File: src/design/arp_pkg.sv
// Package for the ARP resolver: widths, codes, controller states and the
// command/status structs between controller and datapath. No dependencies.
`default_nettype none
package arp_pkg;
  localparam int CacheEntries = 16;
  localparam int QueueDepth   = 16;
  localparam int CIdxW = (CacheEntries > 1) ? $clog2(CacheEntries) : 1;
  localparam int QIdxW = (QueueDepth > 1) ? $clog2(QueueDepth) : 1;
  localparam int QCntW = $clog2(QueueDepth + 1);
  localparam int CCntW = $clog2(CacheEntries + 1);

  localparam logic [15:0] HoldoffReset  = 16'(5 * 1000);
  localparam logic [19:0] LifetimeReset = 20'(30 * 1000);
  localparam logic [47:0] BroadcastMac  = 48'hFFFF_FFFF_FFFF;
  localparam logic [47:0] Max48         = 48'hFFFF_FFFF_FFFF;

  localparam logic [1:0] OpSend = 2'd0;
  localparam logic [1:0] OpRecv = 2'd1;
  localparam logic [1:0] OpTick = 2'd2;

  localparam logic [2:0] KindIpv4    = 3'd0;
  localparam logic [2:0] KindArpReq  = 3'd1;
  localparam logic [2:0] KindArpRep  = 3'd2;
  localparam logic [2:0] KindDeliver = 3'd3;
  localparam logic [2:0] KindDrop    = 3'd4;

  localparam logic [1:0] RegLocalMac = 2'd0;
  localparam logic [1:0] RegLocalIp  = 2'd1;
  localparam logic [1:0] RegHoldoff  = 2'd2;
  localparam logic [1:0] RegLifetime = 2'd3;

  typedef enum logic [3:0] {
    ST_IDLE, ST_DISPATCH, ST_SEND_SCAN, ST_SEND_DONE, ST_LEARN_SCAN, ST_LEARN_WR,
    ST_REPLY, ST_FLUSH_ITEM, ST_FLUSH_SCAN, ST_FLUSH_STEP, ST_TICK_SCAN, ST_EMIT
  } state_t;

  typedef struct packed {
    logic [2:0]  kind;
    logic [47:0] dst_mac;
    logic [15:0] out_tag;
    logic [31:0] tip;
    logic [47:0] tmac;
  } result_t;

  typedef enum logic [3:0] {
    EV_NONE, EV_IPV4_HIT, EV_DROP, EV_REQ, EV_DELIVER, EV_REPLY, EV_FLUSH_OUT
  } event_t;

  // controller -> datapath
  typedef struct packed {
    logic    load;        // capture the input item
    logic    clr_scan;    // restart the cache scan counter
    logic    step_cache;  // examine one cache entry
    logic    step_queue;  // examine one queue entry (send: recent check)
    logic    send_commit; // append to queue or not
    logic    learn_write;
    logic    tick_now;    // advance the clock
    logic    tick_step;   // expire one cache entry
    logic    flush_start;
    logic    flush_keep;  // copy current queue entry down
    logic    flush_adv;   // advance to next queue entry
    logic    flush_end;
    logic    lookup_q;    // scan cache for current queue IP
    logic    pop_stage;   // move the staged result to the output register
    event_t  ev;          // result to build (reply and flush results go to the stage)
  } cmd_t;

  // datapath -> controller
  typedef struct packed {
    logic [1:0] op;
    logic       for_us;
    logic       ok;
    logic       is_ipv4;
    logic       want_reply;
    logic       scan_done;   // cache scan finished
    logic       qscan_done;  // queue scan finished
    logic       hit;
    logic       recent;
    logic       q_full;
    logic       fl_done;     // flush read pointer past the last queue entry
    logic       fl_valid;    // entry under the read pointer
  } stat_t;
endpackage
`default_nettype wire

File: src/design/arp_ctrl.sv
// Controller state machine for the ARP resolver.
// Depends on arp_pkg; drives arp_dp through cmd_t and reads stat_t.
`default_nettype none
module arp_ctrl
  import arp_pkg::*;
(
  input  wire logic  clk,
  input  wire logic  rst,
  input  wire logic  in_fire,
  input  wire logic  out_free,   // output register empty or being taken
  input  wire stat_t st,
  output logic       busy,
  output cmd_t       cmd,
  output logic       emit,
  output logic       emit_last
);
  state_t state, state_next, ret, ret_next;
  logic   pend_req, pend_req_next;
  logic   staged, staged_next;

  always_ff @(posedge clk) begin
    if (rst) begin
      state <= ST_IDLE;
      ret <= ST_IDLE;
      pend_req <= 1'b0;
      staged <= 1'b0;
    end else begin
      state <= state_next;
      ret <= ret_next;
      pend_req <= pend_req_next;
      staged <= staged_next;
    end
  end

  assign busy = (state != ST_IDLE);

  always_comb begin
    state_next = state;
    ret_next = ret;
    pend_req_next = pend_req;
    staged_next = staged;
    cmd = '0;
    cmd.ev = EV_NONE;
    emit = 1'b0;
    emit_last = 1'b0;
    unique case (state)
      ST_IDLE: begin
        if (in_fire) begin
          cmd.load = 1'b1;
          state_next = ST_DISPATCH;
        end
      end
      ST_DISPATCH: begin
        cmd.clr_scan = 1'b1;
        priority if (st.op == OpSend) state_next = ST_SEND_SCAN;
        else if (st.op == OpTick) begin
          cmd.tick_now = 1'b1;
          state_next = ST_TICK_SCAN;
        end else if (st.op == OpRecv && st.for_us && st.ok) begin
          if (st.is_ipv4) begin
            if (out_free) begin
              cmd.ev = EV_DELIVER; emit = 1'b1; emit_last = 1'b1;
              state_next = ST_IDLE;
            end else begin
              cmd.clr_scan = 1'b0;
            end
          end else state_next = ST_LEARN_SCAN;
        end else state_next = ST_IDLE;
      end
      ST_SEND_SCAN: begin
        cmd.step_cache = 1'b1;
        cmd.step_queue = 1'b1;
        if (st.scan_done && st.qscan_done) state_next = ST_SEND_DONE;
      end
      ST_SEND_DONE: begin
        if (out_free) begin
          if (st.hit) begin
            cmd.ev = EV_IPV4_HIT; emit = 1'b1; emit_last = 1'b1;
            state_next = ST_IDLE;
          end else begin
            cmd.send_commit = 1'b1;
            if (st.q_full) begin
              cmd.ev = EV_DROP; emit = 1'b1; emit_last = st.recent;
              if (st.recent) state_next = ST_IDLE;
              else begin
                pend_req_next = 1'b1;
                state_next = ST_EMIT;
              end
            end else if (!st.recent) begin
              cmd.ev = EV_REQ; emit = 1'b1; emit_last = 1'b1;
              state_next = ST_IDLE;
            end else state_next = ST_IDLE;
          end
        end
      end
      ST_EMIT: begin
        if (out_free) begin
          cmd.ev = EV_REQ; emit = 1'b1; emit_last = 1'b1;
          pend_req_next = 1'b0;
          state_next = ST_IDLE;
        end
      end
      ST_LEARN_SCAN: begin
        cmd.step_cache = 1'b1;
        if (st.scan_done) state_next = ST_LEARN_WR;
      end
      ST_LEARN_WR: begin
        cmd.learn_write = 1'b1;
        cmd.flush_start = 1'b1;
        state_next = st.want_reply ? ST_REPLY : ST_FLUSH_ITEM;
      end
      ST_REPLY: begin
        // stage the reply until it is known whether a flush result follows
        cmd.ev = EV_REPLY;
        staged_next = 1'b1;
        state_next = ST_FLUSH_ITEM;
      end
      ST_FLUSH_ITEM: begin
        cmd.clr_scan = 1'b1;
        if (st.fl_done || !st.fl_valid) begin
          if (!staged) begin
            cmd.flush_end = 1'b1;
            state_next = ST_IDLE;
          end else if (out_free) begin
            // the staged result is the final one of this item
            cmd.flush_end = 1'b1;
            cmd.pop_stage = 1'b1;
            emit = 1'b1; emit_last = 1'b1;
            staged_next = 1'b0;
            state_next = ST_IDLE;
          end
        end else state_next = ST_FLUSH_SCAN;
      end
      ST_FLUSH_SCAN: begin
        cmd.lookup_q = 1'b1;
        if (st.scan_done) state_next = ST_FLUSH_STEP;
      end
      ST_FLUSH_STEP: begin
        if (st.hit) begin
          if (!staged || out_free) begin
            // release the older staged result and stage this one
            cmd.ev = EV_FLUSH_OUT;
            cmd.pop_stage = staged;
            emit = staged;
            cmd.flush_adv = 1'b1;
            staged_next = 1'b1;
            state_next = ST_FLUSH_ITEM;
          end
        end else begin
          cmd.flush_keep = 1'b1;
          cmd.flush_adv = 1'b1;
          state_next = ST_FLUSH_ITEM;
        end
      end
      ST_TICK_SCAN: begin
        cmd.tick_step = 1'b1;
        if (st.scan_done) state_next = ST_IDLE;
      end
      default: state_next = ST_IDLE;
    endcase
  end

  property p_load_idle;
    @(posedge clk) disable iff (rst) cmd.load |-> state == ST_IDLE;
  endproperty
  a_load_idle: assert property (p_load_idle) else $error("load outside idle");
  a_emit_free: assert property (@(posedge clk) disable iff (rst) emit |-> out_free)
    else $error("result emitted into full output register");
  a_pend: assert property (@(posedge clk) disable iff (rst)
    pend_req |-> state == ST_EMIT) else $error("pending request outside emit");
  a_staged_idle: assert property (@(posedge clk) disable iff (rst)
    state == ST_IDLE |-> !staged) else $error("staged result left behind");
endmodule
`default_nettype wire

File: src/design/arp_dp.sv
// Datapath of the ARP resolver: registers, cache and queue tables, clock,
// scan counters and the result register. Depends on arp_pkg; driven by arp_ctrl.
`default_nettype none
module arp_dp
  import arp_pkg::*;
(
  input  wire logic         clk,
  input  wire logic         rst,
  input  wire cmd_t         cmd,
  output stat_t             st,
  input  wire logic         cfg_fire,
  input  wire logic [1:0]   cfg_index,
  input  wire logic [47:0]  cfg_data,
  input  wire logic [1:0]   i_op,
  input  wire logic [31:0]  i_nh_ip,
  input  wire logic [15:0]  i_tag,
  input  wire logic [47:0]  i_dst_mac,
  input  wire logic         i_is_ipv4,
  input  wire logic         i_ok,
  input  wire logic         i_is_reply,
  input  wire logic [31:0]  i_sip,
  input  wire logic [47:0]  i_smac,
  input  wire logic [31:0]  i_tip,
  input  wire logic [15:0]  i_elapsed,
  output result_t           res
);
  logic [47:0] local_mac;
  logic [31:0] local_ip;
  logic [15:0] holdoff;
  logic [19:0] lifetime;
  logic [47:0] now_ms;

  logic [1:0]  op;
  logic [31:0] nh_ip, sip, tip;
  logic [15:0] tag, elapsed;
  logic [47:0] dmac, smac;
  logic        is_ipv4, ok, is_reply;

  logic [CacheEntries-1:0] c_valid;
  logic [31:0] c_ip  [CacheEntries];
  logic [47:0] c_mac [CacheEntries];
  logic [47:0] c_exp [CacheEntries];
  logic [QueueDepth-1:0] q_valid;
  logic [31:0] q_ip  [QueueDepth];
  logic [15:0] q_tag [QueueDepth];
  logic [47:0] q_dl  [QueueDepth];

  logic [CCntW-1:0] cptr;
  logic [QCntW-1:0] qptr, rd, wr, qcount;
  logic             hit, recent, have_free, have_min;
  logic [CIdxW-1:0] hit_idx, free_idx, min_idx;
  logic [47:0]      min_exp, hit_mac;
  result_t          stage;

  function automatic logic [47:0] sat_add(input logic [47:0] a, input logic [47:0] b);
    logic [48:0] s;
    s = {1'b0, a} + {1'b0, b};
    return s[48] ? Max48 : s[47:0];
  endfunction

  wire [CIdxW-1:0] ci = cptr[CIdxW-1:0];
  wire [QIdxW-1:0] qi = qptr[QIdxW-1:0];
  wire [QIdxW-1:0] ri = rd[QIdxW-1:0];
  wire [QIdxW-1:0] wi = wr[QIdxW-1:0];
  wire [31:0] look_ip = cmd.lookup_q ? q_ip[ri] : ((op == OpSend) ? nh_ip : sip);
  wire [47:0] new_exp = sat_add(now_ms, {28'd0, lifetime});

  always_ff @(posedge clk) begin
    if (rst) begin
      local_mac <= '0;
      local_ip <= '0;
      holdoff <= HoldoffReset;
      lifetime <= LifetimeReset;
    end else if (cfg_fire) begin
      unique case (cfg_index)
        RegLocalMac: local_mac <= cfg_data;
        RegLocalIp:  local_ip <= cfg_data[31:0];
        RegHoldoff:  holdoff <= cfg_data[15:0];
        RegLifetime: lifetime <= cfg_data[19:0];
      endcase
    end
  end

  always_ff @(posedge clk) begin
    if (cmd.load) begin
      op <= i_op; nh_ip <= i_nh_ip; tag <= i_tag; dmac <= i_dst_mac;
      is_ipv4 <= i_is_ipv4; ok <= i_ok; is_reply <= i_is_reply;
      sip <= i_sip; smac <= i_smac; tip <= i_tip; elapsed <= i_elapsed;
    end
  end

  // scan state
  always_ff @(posedge clk) begin
    if (rst) begin
      cptr <= '0; qptr <= '0; hit <= 1'b0; recent <= 1'b0;
      have_free <= 1'b0; have_min <= 1'b0;
    end else if (cmd.clr_scan) begin
      cptr <= '0; qptr <= '0; hit <= 1'b0; recent <= 1'b0;
      have_free <= 1'b0; have_min <= 1'b0;
    end else begin
      if ((cmd.step_cache || cmd.lookup_q || cmd.tick_step) &&
          cptr != CCntW'(CacheEntries)) begin
        cptr <= cptr + CCntW'(1);
        if (!cmd.tick_step) begin
          if (c_valid[ci] && c_ip[ci] == look_ip && !hit) begin
            hit <= 1'b1; hit_idx <= ci; hit_mac <= c_mac[ci];
          end
          if (!c_valid[ci] && !have_free) begin
            have_free <= 1'b1; free_idx <= ci;
          end
          if (c_valid[ci] && (!have_min || c_exp[ci] < min_exp)) begin
            have_min <= 1'b1; min_idx <= ci; min_exp <= c_exp[ci];
          end
        end
      end
      if (cmd.step_queue && qptr != QCntW'(QueueDepth)) begin
        qptr <= qptr + QCntW'(1);
        if (q_valid[qi] && q_ip[qi] == nh_ip && q_dl[qi] > now_ms) recent <= 1'b1;
      end
      if (cmd.flush_adv) hit <= 1'b0;
    end
  end

  always_comb begin
    qcount = '0;
    for (int k = 0; k < QueueDepth; k++) qcount = qcount + QCntW'(q_valid[k]);
  end

  // cache
  always_ff @(posedge clk) begin
    if (rst) begin
      c_valid <= '0;
    end else begin
      if (cmd.tick_step && cptr != CCntW'(CacheEntries) &&
          c_valid[ci] && c_exp[ci] < now_ms)
        c_valid[ci] <= 1'b0;
      if (cmd.learn_write) begin
        c_valid[hit ? hit_idx : (have_free ? free_idx : min_idx)] <= 1'b1;
      end
    end
  end
  always_ff @(posedge clk) begin
    if (cmd.learn_write) begin
      c_ip [hit ? hit_idx : (have_free ? free_idx : min_idx)] <= sip;
      c_mac[hit ? hit_idx : (have_free ? free_idx : min_idx)] <= smac;
      c_exp[hit ? hit_idx : (have_free ? free_idx : min_idx)] <= new_exp;
    end
  end

  always_ff @(posedge clk) begin
    if (rst) now_ms <= '0;
    else if (cmd.tick_now) now_ms <= sat_add(now_ms, {32'd0, elapsed});
  end

  // queue: append on send, compact on flush
  always_ff @(posedge clk) begin
    if (rst) begin
      q_valid <= '0; rd <= '0; wr <= '0;
    end else begin
      if (cmd.send_commit && qcount != QCntW'(QueueDepth))
        q_valid[qcount[QIdxW-1:0]] <= 1'b1;
      if (cmd.flush_start) begin
        rd <= '0; wr <= '0;
      end
      if (cmd.flush_adv) rd <= rd + QCntW'(1);
      if (cmd.flush_keep) wr <= wr + QCntW'(1);
      if (cmd.flush_end) begin
        for (int k = 0; k < QueueDepth; k++) q_valid[k] <= (QCntW'(k) < wr);
      end
    end
  end
  always_ff @(posedge clk) begin
    if (cmd.send_commit && qcount != QCntW'(QueueDepth)) begin
      q_ip [qcount[QIdxW-1:0]] <= nh_ip;
      q_tag[qcount[QIdxW-1:0]] <= tag;
      q_dl [qcount[QIdxW-1:0]] <= recent ? now_ms : sat_add(now_ms, {32'd0, holdoff});
    end
    if (cmd.flush_keep) begin
      q_ip[wi] <= q_ip[ri]; q_tag[wi] <= q_tag[ri]; q_dl[wi] <= q_dl[ri];
    end
  end

  // stage: holds a reply or flush result until the next one is known
  always_ff @(posedge clk) begin
    unique case (cmd.ev)
      EV_REPLY:     stage <= '{KindArpRep, smac, 16'd0, sip, smac};
      EV_FLUSH_OUT: stage <= '{KindIpv4, hit_mac, q_tag[ri], 32'd0, 48'd0};
      default:      stage <= stage;
    endcase
  end

  // result register
  always_ff @(posedge clk) begin
    if (cmd.pop_stage) begin
      res <= stage;
    end else begin
      unique case (cmd.ev)
        EV_IPV4_HIT:  res <= '{KindIpv4, hit_mac, tag, 32'd0, 48'd0};
        EV_DROP:      res <= '{KindDrop, 48'd0, tag, 32'd0, 48'd0};
        EV_REQ:       res <= '{KindArpReq, BroadcastMac, 16'd0, nh_ip, 48'd0};
        EV_DELIVER:   res <= '{KindDeliver, 48'd0, tag, 32'd0, 48'd0};
        default:      res <= res;
      endcase
    end
  end

  always_comb begin
    st.op = op;
    st.for_us = (dmac == local_mac) || (dmac == BroadcastMac);
    st.ok = ok;
    st.is_ipv4 = is_ipv4;
    st.want_reply = !is_reply && (tip == local_ip);
    st.scan_done = (cptr == CCntW'(CacheEntries));
    st.qscan_done = (qptr == QCntW'(QueueDepth));
    st.hit = hit;
    st.recent = recent;
    st.q_full = (qcount == QCntW'(QueueDepth));
    st.fl_done = (rd == QCntW'(QueueDepth));
    st.fl_valid = q_valid[ri];
  end

  a_wr_rd: assert property (@(posedge clk) disable iff (rst) wr <= rd)
    else $error("compaction write pointer passed read pointer");
  a_learn: assert property (@(posedge clk) disable iff (rst)
    cmd.learn_write |=> c_valid != '0) else $error("learn left cache empty");
  a_tick: assert property (@(posedge clk) disable iff (rst)
    cmd.tick_now |=> now_ms >= $past(now_ms)) else $error("clock went backwards");
endmodule
`default_nettype wire

File: src/design/arp_resolver_with_pending_queue.sv
// ARP resolver with pending queue: top level joining controller and datapath.
// Depends on arp_pkg, arp_ctrl and arp_dp.
//
// Usage: items enter on s_axis (send, received frame or tick, selected by
// s_axis_tuser). Results leave on m_axis, one per transfer, with m_axis_tlast on
// the final result of an item. Registers are written on the cfg channel
// (index 0 local MAC, 1 local IP, 2 request holdoff, 3 entry lifetime); the user
// must write them only while idle, which the block itself does not enforce.
// One item is worked at a time; s_axis_tready is high only when the controller
// is idle and stays low after an accept until the item is finished. A tick is
// dispatched, then an expiry scan visits every cache entry. A send scans cache
// and queue together, one entry each per cycle; a full queue gives a drop, which
// may be followed by a request. A received IPv4 frame is delivered at dispatch
// once the output is free. A received ARP frame is learned after a full cache
// scan, then gets a reply if one is wanted, a full cache lookup per queued
// datagram and a final step. A reply or released datagram is staged until the
// next result or the end of the item is known. The output register holds one
// result; when the receiver stalls the controller waits before emitting the next
// one. Reset clears cache and queue valid bits and the clock at once; no clearing pass.
`default_nettype none
module arp_resolver_with_pending_queue
  import arp_pkg::*;
(
  input  wire logic          clk,
  input  wire logic          rst,
  input  wire logic          s_axis_tvalid,
  output logic               s_axis_tready,
  // tdata: hop_ip[31:0], datagram_tag[47:32], frame_dst_mac[95:48],
  // frame_is_ipv4[96], payload_ok[97], arp_is_reply[98], arp_sender_ip[130:99],
  // arp_sender_mac[178:131], arp_target_ip_in[210:179], elapsed_ms[226:211]
  input  wire logic [231:0]  s_axis_tdata,
  // tuser: operation[1:0]
  input  wire logic [1:0]    s_axis_tuser,
  output logic               m_axis_tvalid,
  input  wire logic          m_axis_tready,
  // tdata: dst_mac[47:0], out_tag[63:48], arp_target_ip_out[95:64],
  // arp_target_mac_out[143:96]
  output logic [143:0]       m_axis_tdata,
  // tuser: kind[2:0]
  output logic [2:0]         m_axis_tuser,
  output logic               m_axis_tlast,
  input  wire logic          cfg_valid,
  output logic               cfg_ready,
  input  wire logic [1:0]    cfg_index,
  input  wire logic [47:0]   cfg_data
);
  cmd_t    cmd;
  stat_t   st;
  result_t res;
  logic    busy, emit, emit_last, out_free, in_fire;

  assign s_axis_tready = !busy;
  assign in_fire = s_axis_tvalid && s_axis_tready;
  assign cfg_ready = 1'b1;
  assign out_free = !m_axis_tvalid || m_axis_tready;

  always_ff @(posedge clk) begin
    if (rst) begin
      m_axis_tvalid <= 1'b0;
      m_axis_tlast <= 1'b0;
    end else begin
      if (emit) begin
        m_axis_tvalid <= 1'b1;
        m_axis_tlast <= emit_last;
      end else if (m_axis_tready) begin
        m_axis_tvalid <= 1'b0;
      end
    end
  end

  arp_ctrl u_ctrl (
    .clk, .rst, .in_fire, .out_free, .st, .busy, .cmd, .emit, .emit_last
  );

  arp_dp u_dp (
    .clk, .rst, .cmd, .st,
    .cfg_fire(cfg_valid && cfg_ready), .cfg_index, .cfg_data,
    .i_op(s_axis_tuser), .i_nh_ip(s_axis_tdata[31:0]), .i_tag(s_axis_tdata[47:32]),
    .i_dst_mac(s_axis_tdata[95:48]), .i_is_ipv4(s_axis_tdata[96]),
    .i_ok(s_axis_tdata[97]), .i_is_reply(s_axis_tdata[98]),
    .i_sip(s_axis_tdata[130:99]), .i_smac(s_axis_tdata[178:131]),
    .i_tip(s_axis_tdata[210:179]), .i_elapsed(s_axis_tdata[226:211]),
    .res
  );

  assign m_axis_tuser = res.kind;
  assign m_axis_tdata = {res.tmac, res.tip, res.out_tag, res.dst_mac};
endmodule
`default_nettype wire

File: config.mk
export PLATFORM = sky130hd
export DESIGN_NAME = arp_resolver_with_pending_queue
export DESIGN_NICKNAME = d
export VERILOG_FILES = /design/src/design/arp_pkg.sv /design/src/design/arp_ctrl.sv /design/src/design/arp_dp.sv /design/src/design/arp_resolver_with_pending_queue.sv
export SDC_FILE = /design/constraint.sdc
export NUM_CORES = 2
export LEC_CHECK = 0
export BUFFER_PORTS_ARGS = -buffer_cell sky130_fd_sc_hd__buf_2
export CORE_MARGIN = 5
export CORE_UTILIZATION = 25
export CTS_BUF_LIST = sky130_fd_sc_hd__clkbuf_16
export DETAILED_ROUTE_END_ITERATION = 16
export PLACE_DENSITY = 0.48
export SYNTH_ARGS = -nofsm -noshare
export SYNTH_HDL_FRONTEND = slang
export SYNTH_SLANG_ARGS = --single-unit
File: constraint.sdc
create_clock -name clk -period 18 [get_ports clk]
set_input_delay 1.8 -clock clk [delete_from_list [all_inputs] [get_ports clk]]
set_output_delay 1.8 -clock clk [all_outputs]
set_load 0.05 [all_outputs]
Yosys cells after proc, flatten, opt, wreduce, memory -nomap -nowiden

Memory sizes are Yosys's and may differ from the RTL's. A register that Yosys moved wholly into a read port is not among the register bits.
Cells that the tools add are included.

Register bits: 810
Logic and storage cells: 360
Memories: 6
Output and inout bits: 151
Bits in writable memories: 3584

Bitwise operators: 7
Order comparisons: 27
Muxes and demuxes: 144
$add $sub $neg: 22
Equality and inequality tests: 44
Reduce and logical (&&, ||, !) cells: 66

Memories:

| memory     | words | width | read ports | clocked after memory_dff | write ports | RTL line     | RTL |
|---|---|---|---|---|---|---|---|
| u_dp.c_exp | 16    | 48    | 1          | 1                        | 1           | arp_dp.sv:42 | `logic [47:0] c_exp [CacheEntries];` |
| u_dp.c_mac | 16    | 48    | 1          | 1                        | 1           | arp_dp.sv:41 | `logic [47:0] c_mac [CacheEntries];` |
| u_dp.q_dl  | 16    | 48    | 2          | 2                        | 1           | arp_dp.sv:46 | `logic [47:0] q_dl [QueueDepth];` |
| u_dp.c_ip  | 16    | 32    | 1          | 1                        | 1           | arp_dp.sv:40 | `logic [31:0] c_ip [CacheEntries];` |
| u_dp.q_ip  | 16    | 32    | 2          | 2                        | 1           | arp_dp.sv:44 | `logic [31:0] q_ip [QueueDepth];` |
| u_dp.q_tag | 16    | 16    | 1          | 1                        | 1           | arp_dp.sv:45 | `logic [15:0] q_tag [QueueDepth];` |

Operator list:

| cell                                                                         | count |
|---|---|
| 147-bit case mux with 4 select lines                                         | 1 |
| 147-bit case mux with 2 select lines                                         | 1 |
| 48-bit two-way mux                                                           | 5 |
| 4-bit two-way mux                                                            | 44 |
| 147-bit two-way mux                                                          | 1 |
| 48-bit by 16-bit adder with 49-bit output                                    | 2 |
| 32-bit == test                                                               | 3 |
| 48-bit less-than comparator                                                  | 2 |
| 16-bit two-way mux                                                           | 6 |
| 32-bit two-way mux                                                           | 3 |
| 5-bit by 1-bit adder with 5-bit output                                       | 14 |
| 1-bit two-way mux                                                            | 61 |
| 48-bit by 20-bit adder with 49-bit output                                    | 1 |
| 48-bit == test                                                               | 1 |
| 48-bit == test, second input constant                                        | 1 |
| 48-bit greater-than comparator                                               | 1 |
| 4-bit case mux with 12 select lines                                          | 1 |
| 48-bit OR reduction                                                          | 1 |
| 4-bit by 5-bit less-than comparator with 1-bit output, first input constant  | 8 |
| 16-bit OR                                                                    | 2 |
| 32-bit OR reduction                                                          | 1 |
| 4-bit by 3-bit == test with 1-bit output, second input constant              | 7 |
| 4-bit by 5-bit less-than comparator with 1-bit output, second input constant | 5 |
| 5-bit two-way mux                                                            | 5 |
| 45 further kinds                                                             | 133 |

Depth between registers and ports, before layout

Depth after elaboration: 23
Depth in mapped cells: 25
Depth with buffers taken out: 23

Modules after synthesis

A second synthesis with hierarchy kept.

Cell total of the unflattened synthesis: 13213
Area, all modules: 202115.1 sq um

Modules (own cells, without submodules):

| module                          | instances | area an instance (sq um) | cells each |
|---|---|---|---|
| arp_dp                          | 1         | 201160.4                 | 13078 |
| arp_ctrl                        | 1         | 853.3                    | 124 |
| arp_resolver_with_pending_queue | 1         | 101.3                    | 11 |

Worst setup path after synthesis

No wires, ideal clock.

Path type: register to register
Start point: reg u_ctrl.state[2]
End point: reg, netlist name u_dp.res[0]
Clock period less this slack: 13944 ps
Cell stages (with the launch flop): 6
Path slack: 4056 ps
Data arrival time: 13055 ps
Cells stage by stage: dfxtp_1 > clkbuf_1 > nand2b_1 > o21ai_0 > a21oi_1 > or3_1

Cells in the longest elaborated chain, start to end: 4
Elaborated cells on any way between the ends: 13
Those cells by class: eq/ne (10); mux (2); reduce/logical (1)

RTL lines:

| item                                                             | RTL line       | RTL |
|---|---|---|
| start: declaration                                               | arp_ctrl.sv:17 | `state_t state, state_next, ret, ret_next;` |
| start signal: assignment                                         | arp_ctrl.sv:28 | `state <= state_next;` |
| 4-bit == test (tied with other cells)                            | arp_ctrl.sv:46 | `unique case (state)` |
| 4-bit case mux with 5 select lines                               | arp_ctrl.sv:46 |  |
| 4-bit by 1-bit == test with 1-bit output (tied with other cells) | arp_dp.sv:197  | `unique case (cmd.ev)` |
| 5-bit nonzero test (no line) (*)                                 | n/a            |  |

Mark *: on every way between the ends. The rest lies on a longest branch, timed or not.
A chain may end at the register's enable or synchronous reset.

Worst setup path in the final report

Start point: reg u_dp.q_valid[0]
End point: reg, netlist name u_dp.res[6]

Cells in the longest elaborated chain, start to end: 22
Elaborated cells on any way between the ends: 31
Those cells by class: add/sub (15); eq/ne (5); mux (8); reduce/logical (3)

RTL lines:

| item                                                             | RTL line       | RTL |
|---|---|---|
| start: declaration                                               | arp_dp.sv:43   | `logic [QueueDepth-1:0] q_valid;` |
| start signal: assignment                                         | arp_dp.sv:158  | `q_valid <= '0; rd <= '0; wr <= '0;` |
| start signal: indexed assignment                                 | arp_dp.sv:161  | `q_valid[qcount[QIdxW-1:0]] <= 1'b1;` |
| 1-bit by 1-bit adder with 2-bit output                           | arp_dp.sv:126  | `for (int k = 0; k < QueueDepth; k++) qcount = qcount + QCntW'(q_valid[k]);` |
| 5-bit by 1-bit adder with 5-bit output (14 in a row)             | arp_dp.sv:126  |  |
| 5-bit == test                                                    | arp_dp.sv:217  | `st.q_full = (qcount == QCntW'(QueueDepth));` |
| 4-bit two-way mux                                                | arp_ctrl.sv:82 | `if (st.q_full) begin` |
| 4-bit two-way mux                                                | arp_ctrl.sv:77 | `if (st.hit) begin` |
| 4-bit two-way mux                                                | arp_ctrl.sv:76 | `if (out_free) begin` |
| 4-bit case mux with 5 select lines                               | arp_ctrl.sv:46 |  |
| 4-bit by 1-bit == test with 1-bit output (tied with other cells) | arp_dp.sv:197  |  |
| 5-bit nonzero test (no line) (*)                                 | n/a            |  |

Mark *: on every way between the ends. The rest lies on a longest branch, timed or not. The select of a mux whose other input is x is not followed.

==> flow_metrics.env <==
export IMPL_final_common_cell="edfxtp_1"
export IMPL_worstMarginPinSlew_ns=1.36
export IMPL_start_kind="flop"
export IMPL_maxSlewHeadroom=0.0895
export IMPL_htree_num_levels=6
export IMPL_synthFlopType="edfxtp_1"
export IMPL_finalNonFillerCells=20900
export IMPL_drive_gt1_frac=0.275
export IMPL_cts_buffer_depth=4
export IMPL_clk_latency_ns=1.10
export IMPL_synth_async_reset_ratio=0
export IMPL_syn_area_mm2=0.187
export IMPL_final_antenna_net_count=0
export IMPL_synth_top_area_frac=0.676
export IMPL_seqPwrFrac=0.483
export IMPL_mostFrequentLayoutCells="edfxtp_1 (4,213), mux4_2 (1,458), nand2_1 (711)"
export IMPL_dp_cells=19900
export IMPL_syn_inst=9840
export IMPL_ys_seq_elements=4452
export IMPL_cts_repair_resized=0
export IMPL_ys_seq_area_frac=0.701
export IMPL_cts_root_buf="clkbuf_16"
export IMPL_synth_top_cell_by_area="edfxtp_1"
export IMPL_dieWidth_um=875
export IMPL_syn_nets=10400
export IMPL_grt_pass1_vias=102000
export IMPL_p_sw_frac=0.254
export IMPL_hold_class="flop to flop"
export IMPL_worstPathRequired_ns=18.66
export IMPL_viasPerCell=4.77
export IMPL_rsz0062_at_grt="no"
export IMPL_gp_congestion=0.823
export IMPL_numCtsBuffers=521
export IMPL_power_leakage_nw=68.2
export IMPL_ios=440
export IMPL_irDropWorstVdd_uv=104
export IMPL_p_int_w=0.0190
export IMPL_clock_sinks=4452
export IMPL_dieHeight_um=875
export IMPL_combPwrFrac=0.110
export IMPL_ys_top_cells_by_area="edfxtp_1 (68%), mux4_2 (18%), dfxtp_1 (2.6%), nand2_1 (1.4%), ha_1 (1.4%)"
export IMPL_design_core_area_mm2=0.746
export IMPL_wirelength_um=565000
export IMPL_setup_viol=0
export IMPL_fin_skew_ns=0.0953
export IMPL_grt_max_degree=125
export IMPL_p_per_area_mw_per_mm2=116
export IMPL_grt_usage=0.143
export IMPL_drv_slew=0
export IMPL_holdBufCountCts=0
export IMPL_period_share=0.478
export IMPL_antenna_found_initial=41
export IMPL_max_freq_ghz=0.116
export IMPL_tns_ns=0
export IMPL_cts_clk_slew_worst_paths_ns=0.06
export IMPL_synth_edff_count=4213
export IMPL_area_growth_pct=17.0
export IMPL_max_cap_viol_count=0
export IMPL_finalCriticalPeriod_ns=8.61
export IMPL_overflow=0
export IMPL_rows=317
export IMPL_status="completed"
export IMPL_wl_per_cell_um=27.1
export IMPL_firstDrtPassIters=5
export IMPL_crit_fanout=60
export IMPL_cts_tree="built"
export IMPL_dp_hpwl_um=323000
export IMPL_num_vias=99500
export IMPL_yosys_warnings=0
export IMPL_syn_avg_cell_area_um2=19.0
export IMPL_p_sw_w=0.00648
export IMPL_criticalPathCategory="flop to flop"
export IMPL_multi_input_comb_area_mm2=0.0532
export IMPL_final_nets=11000
export IMPL_initial_core_util=0.251
export IMPL_dieArea_mm2=0.766
export IMPL_cp_arrival_ns=9.27
export IMPL_fillers=73100
export IMPL_post_cts_buffers=0
export IMPL_hold_viol_final=0
export IMPL_power_frac_clock=0.407
export IMPL_initialDrtViolationCount=9907
export IMPL_ys_types=80
export IMPL_end_kind="flop"
export IMPL_remaining_drc_errors=0
export IMPL_grt_pass1_wl_um=794000
export IMPL_portBuffers=433
export IMPL_seq_area_mm2=0.131
==> path summary, 6_finish.rpt <==
kind / slack [ns] / cells past startpoint / startpoint / endpoint
worst max-delay path: 9.39 / 21 / u_dp.q_valid[0] / u_dp.res[6]
worst min-delay path: 0.47 / 2 / u_dp.local_ip[11] / u_dp.local_ip[11]
worst max register to register: 9.39 / 21 / u_dp.q_valid[0] / u_dp.res[6]
worst min register to register: 0.47 / 2 / u_dp.local_ip[11] / u_dp.local_ip[11]
==> metal layers <==
metal / global-route usage / share of wire / vias to the layer above / wire (um)
li1: - / - / 41900 / -
met1: 0.199 / 0.44 / 53800 / 249000
met2: 0.232 / 0.47 / 3049 / 267000
met3: 0.0232 / 0.060 / 707 / 33900
met4: 0.0362 / 0.027 / 20 / 15000
met5: 0 / 0.00021 / - / 117
==> flip-flops by register name, summed over array words and instances, names as in the netlist, 16 cells and up, named ones only <==
| name | cells |
|---|---|
| u_dp.res | 147 |
| u_dp.smac | 48 |
| u_dp.lifetime | 20 |
| u_dp.holdoff | 16 |
| u_dp.q_tag | 256 |
| u_dp.c_valid | 16 |
| u_dp.local_ip | 32 |
| u_dp.c_exp | 768 |
| u_dp.now_ms | 48 |
| u_dp.c_mac | 768 |
| u_dp.q_ip | 512 |
| u_dp.q_valid | 16 |
| u_dp.tip | 32 |
| u_dp.stage | 145 |
| u_dp.c_ip | 512 |
| u_dp.nh_ip | 32 |
| u_dp.min_exp | 48 |
| u_dp.local_mac | 48 |
| u_dp.tag | 16 |
| u_dp.sip | 32 |
| u_dp.dmac | 48 |
| u_dp.elapsed | 16 |
| u_dp.q_dl | 768 |
| u_dp.hit_mac | 48 |
==> kinds of logic after synthesis <==
group,Yosys count,share of synthesized area
AOI/OAI and AO/OA,1053,0.0350
xor gates and xnor gates,225,0.0105
adders and majority gates,225,0.0156
buffers and inverters,739,0.0166
DFF,4452,0.701
muxes,1566,0.181
other,1,0.0000200
and+or+nand+nor,1579,0.0397
==> final cells by class <==
class                      count  area share
timing repair buffer         725      0.0210
clock inverter               406      0.0162
clock buffer                 527      0.0602
multi-input combinational   4649       0.243
antenna                       45    0.000514
inverter                     167     0.00291
tap                         9889      0.0565
sequential                  4452       0.600
==> cells in the mapped netlist (141+ instances only) <==
cell type	count
a21oi_1	331
and2_1	141
buf_2	144
clkbuf_1	320
dfxtp_1	239
edfxtp_1	4213
ha_1	212
inv_1	162
mux4_2	1458
nand2_1	711
nor2_1	219
o21ai_0	224
==> metrics by stage <==
stage               setup slack [ns]  power, W  utilization  hold slack [ns]  cell area (um2)
finish                          9.39    0.0255        0.294            0.466           219000
global route                    9.03    0.0264        0.293            0.481           219000
CTS                             9.36    0.0258        0.293            0.468           219000
detailed placement              9.38    0.0154        0.271            0.460           202000
global placement                9.39    0.0154        0.271            0.454           202000
floorplan                       4.06    0.0143            -            0.440           187000
==> critical path, stage by stage, from the launching register on <==
cell	delay, ns
dfxtp_1	0.35
ha_1	0.29
inv_1	0.04
fa_1	0.47
inv_1	0.05
fa_1	0.45
fa_1	0.49
inv_1	0.05
fa_1	0.46
fa_1	0.37
inv_1	0.11
fa_1	0.51
nor2b_1	0.48
nand4_1	0.41
ha_1	0.32
o31ai_1	0.24
a21oi_1	0.20
a21oi_1	0.20
or3_4	0.46
buf_4	0.60
buf_4	0.61
buf_4	0.79
==> power by group through the flow <==
stage,Combinational (W),Sequential (W),Clock [W]
floorplan,0.00182,0.0125,0
global placement,0.00287,0.0125,0
detailed placement,0.00288,0.0125,0
CTS,0.00289,0.0123,0.0106
global route,0.00305,0.0123,0.0111
finish,0.00280,0.0123,0.0104
No activity file was read; power rests on OpenSTA's default activity.
